$ cat config.mk
export PLATFORM = sky130hd
export DESIGN_NAME = msb_first_bit_packer
export DESIGN_NICKNAME = d
export VERILOG_FILES = /design/src/rtl/msbbp_pkg.sv /design/src/rtl/msb_first_bit_packer.sv
export SDC_FILE = /design/constraint.sdc
export NUM_CORES = 1
export LEC_CHECK = 0
export ABC_AREA = 0
export BUFFER_PORTS_ARGS = -buffer_cell sky130_fd_sc_hd__buf_4
export CAP_MARGIN = 40
export CORE_MARGIN = 1
export CORE_UTILIZATION = 41
export DETAILED_ROUTE_END_ITERATION = 16
export PLACE_DENSITY = 0.66
export SETUP_SLACK_MARGIN = 0.4
export SLEW_MARGIN = 20
export SYNTH_ARGS = -nofsm -noshare
export SYNTH_HDL_FRONTEND = slang
export SYNTH_SLANG_ARGS = --single-unit
$ cat constraint.sdc
create_clock -name i_clk -period 15.45 [get_ports i_clk]
set_clock_uncertainty 0.05 [all_clocks]
set_input_delay 2.3175 -clock i_clk [delete_from_list [all_inputs] [get_ports i_clk]]
set_output_delay 2.3175 -clock i_clk [all_outputs]
set_load 0.005 [all_outputs]
$ cat src/rtl/msbbp_pkg.sv
// Shared types and constants for the MSB-first bit packer.
`timescale 1ns / 1ps

package msbbp_pkg;

    localparam int ValueW = 64;
    localparam int CountW = 7;
    localparam int ByteW  = 8;
    localparam int PosW   = 64;
    // Staging word: one partial byte plus one full-width field
    localparam int StageW = ByteW + ValueW;
    // Bytes one item can complete, plus one bit to hold that count
    localparam int NumW   = 4;

    typedef enum logic [1:0] {
        CMD_WRITE    = 2'd0,
        CMD_PAD      = 2'd1,
        CMD_FINALIZE = 2'd2,
        CMD_CLEAR    = 2'd3
    } t_cmd;

    typedef enum logic [1:0] {
        ST_OK                 = 2'd0,
        ST_INVALID_STATE      = 2'd1,
        ST_INVALID_ARGUMENT   = 2'd2,
        ST_RESOURCE_EXHAUSTED = 2'd3
    } t_status;

    typedef enum logic [1:0] {
        S_IDLE  = 2'd0,
        S_CHECK = 2'd1,
        S_EMIT  = 2'd2
    } t_state;

endpackage

$ cat src/rtl/msb_first_bit_packer.sv
// Top level of the MSB-first bit packer: command checks, staging shifter, byte sequencer.
`timescale 1ns / 1ps

// Channel   Dir  tdata (low bit up)                          tuser        tlast
// s_axis    in   value[63:0], nbits[70:64], zero pad         command[1:0] -
// m_axis    out  out_byte[7:0], status[9:8], position[73:10],
//                is_finalized[74], zero pad                  byte_valid   last
//
// One beat is taken at a time: after the accept, the check state checks the command and loads
// the 72-bit staging word, then the emit state sends one completed byte per cycle while the
// output is free (zero to eight per item); a status-only result is loaded in the check state.
// Reset is synchronous, active low, and clears the partial byte, position and flag.
// A stalled output holds the sequencer; the input is not ready until the last
// result of the item has been loaded into the output register.

module msb_first_bit_packer (
    input  logic        i_clk,
    input  logic        i_rst_n,
    input  logic        s_axis_tvalid,
    output logic        s_axis_tready,
    input  logic [71:0] s_axis_tdata,   // value[63:0], nbits[70:64]
    input  logic [1:0]  s_axis_tuser,   // command[1:0]
    output logic        m_axis_tvalid,
    input  logic        m_axis_tready,
    output logic [79:0] m_axis_tdata,   // out_byte[7:0], status[9:8], position[73:10],
                                        // is_finalized[74]
    output logic [0:0]  m_axis_tuser,   // byte_valid[0]
    output logic        m_axis_tlast
);

    // Control state
    msbbp_pkg::t_state r_state, n_state;
    logic [msbbp_pkg::NumW-1:0] r_cnt, n_cnt;
    logic r_sealed, n_sealed;
    logic r_mvalid, n_mvalid;

    // Stream state and item registers
    logic [msbbp_pkg::ByteW-1:0]  r_partial, n_partial;
    logic [msbbp_pkg::PosW-1:0]   r_total, n_total;
    msbbp_pkg::t_cmd              r_cmd;
    logic [msbbp_pkg::ValueW-1:0] r_value;
    logic [msbbp_pkg::CountW-1:0] r_count;
    logic [msbbp_pkg::StageW-1:0] r_w, n_w;

    // Output register
    logic [msbbp_pkg::ByteW-1:0] r_obyte, n_obyte;
    logic                        r_obv, n_obv;
    msbbp_pkg::t_status          r_ostat, n_ostat;
    logic [msbbp_pkg::PosW-1:0]  r_opos, n_opos;
    logic                        r_ofin, n_ofin;
    logic                        r_olast, n_olast;

    // Check-stage datapath
    logic                         out_free;
    logic                         in_beat;
    logic [2:0]                   fill;
    logic [msbbp_pkg::CountW-1:0] eff_count;
    logic [msbbp_pkg::ValueW-1:0] eff_value;
    logic [msbbp_pkg::ValueW-1:0] val_left;
    logic [msbbp_pkg::PosW:0]     sum;
    logic [msbbp_pkg::StageW-1:0] stage;
    logic [7:0]                   fill_sum;
    logic [msbbp_pkg::NumW-1:0]   nbytes;
    msbbp_pkg::t_status           chk_status;
    logic                         do_append;

    assign out_free = !r_mvalid || m_axis_tready;
    assign in_beat  = s_axis_tvalid && s_axis_tready;
    assign fill     = r_total[2:0];

    // Resolve the bits to append: pad writes zeros up to the byte boundary
    always_comb begin
        if (r_cmd == msbbp_pkg::CMD_PAD) begin
            eff_count = msbbp_pkg::CountW'(4'd8 - {1'b0, fill});
            eff_value = '0;
        end else begin
            eff_count = r_count;
            eff_value = r_value;
        end
        val_left = eff_value << (msbbp_pkg::CountW'(msbbp_pkg::ValueW) - eff_count);
        stage    = {r_partial, {msbbp_pkg::ValueW{1'b0}}}
                 | ({val_left, {msbbp_pkg::ByteW{1'b0}}} >> fill);
        sum      = {1'b0, r_total} + (msbbp_pkg::PosW+1)'(eff_count);
        fill_sum = {5'd0, fill} + {1'b0, eff_count};
        nbytes   = fill_sum[6:3];
    end

    // Check the command before any state changes
    always_comb begin
        chk_status = msbbp_pkg::ST_OK;
        do_append  = 1'b0;
        if (r_cmd == msbbp_pkg::CMD_CLEAR) begin
            chk_status = msbbp_pkg::ST_OK;
        end else if (r_sealed) begin
            chk_status = msbbp_pkg::ST_INVALID_STATE;
        end else if (r_cmd == msbbp_pkg::CMD_FINALIZE) begin
            if (fill != 3'd0) chk_status = msbbp_pkg::ST_INVALID_STATE;
        end else if (r_cmd == msbbp_pkg::CMD_PAD && fill == 3'd0) begin
            chk_status = msbbp_pkg::ST_OK;
        end else if (r_cmd == msbbp_pkg::CMD_WRITE &&
                     (r_count > msbbp_pkg::CountW'(msbbp_pkg::ValueW) ||
                      (r_value >> r_count) != '0)) begin
            chk_status = msbbp_pkg::ST_INVALID_ARGUMENT;
        end else if (sum[msbbp_pkg::PosW]) begin
            chk_status = msbbp_pkg::ST_RESOURCE_EXHAUSTED;
        end else begin
            do_append = 1'b1;
        end
    end

    // Next state
    always_comb begin
        n_state = r_state;
        unique case (r_state)
            msbbp_pkg::S_IDLE: begin
                if (in_beat) n_state = msbbp_pkg::S_CHECK;
            end
            msbbp_pkg::S_CHECK: begin
                if (out_free) begin
                    if (do_append && nbytes != '0) n_state = msbbp_pkg::S_EMIT;
                    else                            n_state = msbbp_pkg::S_IDLE;
                end
            end
            msbbp_pkg::S_EMIT: begin
                if (out_free && r_cnt == msbbp_pkg::NumW'(1)) n_state = msbbp_pkg::S_IDLE;
            end
            default: n_state = msbbp_pkg::S_IDLE;
        endcase
    end

    // Datapath and outputs of the sequencer
    always_comb begin
        n_cnt     = r_cnt;
        n_sealed  = r_sealed;
        n_partial = r_partial;
        n_total   = r_total;
        n_w       = r_w;
        n_mvalid  = r_mvalid && !m_axis_tready;
        n_obyte   = r_obyte;
        n_obv     = r_obv;
        n_ostat   = r_ostat;
        n_opos    = r_opos;
        n_ofin    = r_ofin;
        n_olast   = r_olast;
        unique case (r_state)
            msbbp_pkg::S_IDLE: begin
            end
            msbbp_pkg::S_CHECK: begin
                if (out_free) begin
                    // Commit the state change of the item
                    if (r_cmd == msbbp_pkg::CMD_CLEAR) begin
                        n_sealed  = 1'b0;
                        n_partial = '0;
                        n_total   = '0;
                    end else if (do_append) begin
                        n_total = sum[msbbp_pkg::PosW-1:0];
                        if (nbytes == '0) n_partial = stage[msbbp_pkg::StageW-1 -: 8];
                    end else if (r_cmd == msbbp_pkg::CMD_FINALIZE &&
                                 chk_status == msbbp_pkg::ST_OK) begin
                        n_sealed = 1'b1;
                    end
                    n_w   = stage;
                    n_cnt = nbytes;
                    // Status-only result unless bytes follow
                    if (!(do_append && nbytes != '0)) begin
                        n_mvalid = 1'b1;
                        n_obyte  = '0;
                        n_obv    = 1'b0;
                        n_ostat  = chk_status;
                        n_opos   = n_total;
                        n_ofin   = n_sealed;
                        n_olast  = 1'b1;
                    end
                end
            end
            msbbp_pkg::S_EMIT: begin
                // Shift one completed byte out per cycle while the output is free
                if (out_free) begin
                    n_mvalid = 1'b1;
                    n_obyte  = r_w[msbbp_pkg::StageW-1 -: 8];
                    n_obv    = 1'b1;
                    n_ostat  = msbbp_pkg::ST_OK;
                    n_opos   = r_total;
                    n_ofin   = r_sealed;
                    n_olast  = (r_cnt == msbbp_pkg::NumW'(1));
                    n_w      = r_w << msbbp_pkg::ByteW;
                    n_cnt    = r_cnt - msbbp_pkg::NumW'(1);
                    if (r_cnt == msbbp_pkg::NumW'(1))
                        n_partial = r_w[msbbp_pkg::StageW-9 -: 8];
                end
            end
            default: begin
            end
        endcase
    end

    // Control registers
    always_ff @(posedge i_clk) begin
        if (!i_rst_n) begin
            r_state   <= msbbp_pkg::S_IDLE;
            r_cnt     <= '0;
            r_sealed  <= 1'b0;
            r_mvalid  <= 1'b0;
            r_partial <= '0;
            r_total   <= '0;
        end else begin
            r_state   <= n_state;
            r_cnt     <= n_cnt;
            r_sealed  <= n_sealed;
            r_mvalid  <= n_mvalid;
            r_partial <= n_partial;
            r_total   <= n_total;
        end
    end

    // Payload registers
    always_ff @(posedge i_clk) begin
        if (in_beat) begin
            r_cmd   <= msbbp_pkg::t_cmd'(s_axis_tuser);
            r_value <= s_axis_tdata[63:0];
            r_count <= s_axis_tdata[70:64];
        end
        r_w     <= n_w;
        r_obyte <= n_obyte;
        r_obv   <= n_obv;
        r_ostat <= n_ostat;
        r_opos  <= n_opos;
        r_ofin  <= n_ofin;
        r_olast <= n_olast;
    end

    assign s_axis_tready = (r_state == msbbp_pkg::S_IDLE);
    assign m_axis_tvalid = r_mvalid;
    assign m_axis_tdata  = {5'd0, r_ofin, r_opos, r_ostat, r_obyte};
    assign m_axis_tuser  = r_obv;
    assign m_axis_tlast  = r_olast;

endmodule

==> metrics.md <==
| Metric | Value |
|---|---|
| Worst Path Required | `between 15000 and 20000 ps` |
| Post-synthesis cell area | `around 0.023 mm^2` |
| CTS tree | `done` |
| Synth top area share | `between 20% and 30%` |
| Vias in the first global route | `between 20000 and 25000` |
| Synth top area cells | `edfxtp_1 (29%), dfxtp_1 (6.9%), mux4_2 (6.6%)` |
| HPWL Detailed | `54650 um` |
| Top delay family on crit path | `simple AND/OR/NAND/NOR gates` |
| Synth-to-layout area growth | `12.83%` |
| Post-cts resize count | `0` |
| #FFs+latches synth | `301` |
| Global route overflow | `0` |
| Hold_buf cts | `0` |
| Period utilization | `approximately 42%` |
| Power Dens Cells | `104.1 mW/mm^2` |
| Synth cell types | `between 90 and 100` |
| Setup TNS | `0 ps` |
| Die ar. | `roughly 0.057 mm^2` |
| Post-synthesis sequential area ratio | `a little over a third` |
| Compound-Gate Fraction of Synth Area | `between 20 and 25%` |
| Clock transition at path regs | `60 ps` |
| Inserted Diodes | `0` |
| First-pass GRT wire length | `about 120000 um` |
| Total GRT Usage | `26.68%` |
| Starting density of the core | `between 40% and 50%` |
| Vias/cell | `approximately 6.5` |
| Setup bufs post-CTS | `0` |
| Slew @ Worst Pin | `between 900 and 1000 ps` |
| Most numerous cell on the critical path | `buf_4` |
| Fmax | `between 0.15 and 0.2 GHz` |
| Slowest stage delay, CP | `between 700 and 800 ps` |
| Worst-path maximum fanout | `between 60 and 70` |
| CP bufs+invs | `5` |
| Synth top cells by count | `nand2_1 (313), edfxtp_1 (221), nor2_1 (190)` |
| Final Slew Violations | `0` |
| RSZ-0062 raised after global routing | `no` |
| Power Total | `2.719 mW` |
| Largest family of logic cells by synthesized area | `compound AO/OA/AOI/OAI gates` |
| WL/cell | `about 23 um` |
| Leakage power | `~9.6 nW` |
| Synth Area in XOR/XNOR | `0.9461%` |
| Post-synthesis simple-gate area fraction | `approximately a fifth` |
| GPL Wtd Cong | `about 0.97` |
| Worst path slowest cell | `nor2_1` |
| Max IR drop VDD | `91.00 uV` |
| Port-buffer cells | `155` |
| Routed wire length | `approximately 78000 um` |
| Max_cap viols | `0` |
| Final Hold Fails | `0` |
| Worst Path Arrival | `6930 ps` |
| # DRC | `0` |
| Startpoint Class | `register` |
| NumNets Final | `between 2000 and 3000` |
| Status | `finished clean` |
| WS Path Type | `reg2reg` |
| Core Box Area | `about 0.055 mm^2` |
| Most common cell in the netlist | `nand2_1` |
| Clock sink total | `301` |
| Hold Crit Class | `reg2reg` |
| CTS buffer count | `36` |
| Share of post-route cells with drive strength above 1 | `around 17%` |
| Max clock buf depth | `3` |
| Slew HR | `38.96%` |
| Io pins | `about 160` |
| Final Critical Period | `between 6000 and 7000 ps` |
| Cells after Synth | `about 2600` |
| Avg Synthesized Cell Area | `between 8 and 9 um^2` |
| Synth Area in Adders | `less than 1%` |
| Final setup fails | `0` |
| Vias | `22060` |
| Worst-Skew Late Latency | `roughly 570 ps` |
| Primary FF master, synth | `edfxtp_1` |
| Fillers | `between 5000 and 6000` |
| Htree depth | `2` |
| Ys async rst share | `0%` |
| Clk root buf | `clkbuf_16` |
| Mux cell area share after synthesis | `around 15%` |
| Chip width | `239.6 um` |
| Starting DRT DRC Count | `2859` |
| Routed Antenna Nets | `0` |
| Setup ws final | `approximately 9000 ps` |
| Initial antenna violation count | `0` |
| Post-synth EDFFs | `roughly 220` |
| Synth area leader | `edfxtp_1` |
| Chip height | `around 240 um` |
| Std cell rows | `86` |
| CP Capture Type | `register` |
| Worst path cell trace | `nand2b_2, buf_4, nand2_1, nand2_1, inv_1, ha_1, buf_4, clkinv_1, buf_4, nor2_1, a221oi_1, o221a_2, a211oi_1, nor2_1, mux4_2, nor4b_1, a221oi_1, a32o_1` |
| 1st-pass router iterations | `7` |
| Number of synthesis warnings | `0` |
| Pre-CTS WS | `between 8000 and 9000 ps` |
| Largest net degree at the start of global routing | `82` |
[registers in the layout (all words and copies together), names as in the netlist, 2 cells and up]
name,cells
r_value,64
r_obyte,8
r_partial,8
r_ostat,2
r_cnt,4
r_w,71
r_state,2
r_opos,64
r_count,7
r_total,64
r_cmd,2
[per-layer routing]
metal  vias to the layer above  wire [um]  track usage [%]
met5                         -          0                0
met4                         0       3035            10.82
met3                       205       6428            4.114
met2                      1176      37180            44.53
met1                     10660      30880            34.37
li1                      10020          -                -
[worst reg2reg max path, cell delays in order (launching register included)]
cell	delay [ps]
edfxtp_1	670
nand2b_2	220
buf_4	560
nand2_1	390
nand2_1	200
inv_1	60
ha_1	260
buf_4	450
clkinv_1	240
buf_4	330
nor2_1	740
a221oi_1	270
o221a_2	330
a211oi_1	270
nor2_1	130
mux4_2	530
nor4b_1	170
a221oi_1	360
a32o_1	180
[layout make-up]
cell class	count	area, um^2	share of cell area (%)
well taps	748	935.9	3.584
multi-input cells	2006	13870	53.10
clock buffers	52	1074	4.111
flip-flops and latches	301	8238	31.55
inverters	51	191.4	0.7331
clock inverters	11	71.32	0.2731
repair buffers	215	1737	6.650
[through the flow]
step | cell area, um^2 | std cells | hold WS, ps | utilization [%]
floorplan | 23160 | 2587 | 381.9 | -
global placement | 24770 | 3311 | 391.9 | 44.70
detailed placement | 24870 | 3316 | 401.4 | 44.88
CTS | 26010 | 3379 | 412.2 | 46.94
global route | 26110 | 3384 | 420.8 | 47.12
finish | 26110 | 3384 | 412.7 | 47.12
[cell usage in the layout, fill, tap and decap left out, drive strengths merged, types with 22 or more instances in the layout]
master  synthesis  final
nor2b          34     34
dfxtp          80     80
a31oi          44     44
mux4           68     68
nand3         104    104
a21o           26     26
inv            46     47
o31ai          28     28
a21oi         116    116
or3            24     24
nand2b         25     25
and3           36     36
mux2           56     56
a211oi         46     46
mux2i         128    128
nor4           35     35
clkbuf        162     52
buf            67    214
edfxtp        221    221
nand4          32     32
a32oi          31     31
nand2         314    314
nor2          191    191
o211ai         47     47
o21ai         151    151
and2           45     45
nor3           80     80
a22oi          22     22
[kinds of logic after synthesis]
group,Yosys count
DFF,301
and+or+nand+nor,972
muxes,252
AOI/OAI and AO/OA,736
buffers and inverters,280
other,1
adders and majority gates,16
xor gates and xnor gates,25
[final timing paths]
check	slack, ps	end	startpoint	cells after the start
max	8960	r_partial[0]	r_cmd[1]	18
min	410	r_partial[7]	r_partial[7]	2
min reg2reg	410	r_partial[7]	r_partial[7]	2
max reg2reg	8960	r_partial[0]	r_cmd[1]	18
[power breakdown]
part | total (mW) | switching (mW) | internal (mW) | leakage [nW]
clock network | 0.836 | 0.352 | 0.483 | 0.567
registers | 0.989 | 0.0393 | 0.949 | 2.78
logic | 0.895 | 0.563 | 0.332 | 6.24
No activity file was read; power rests on OpenSTA's default activity.
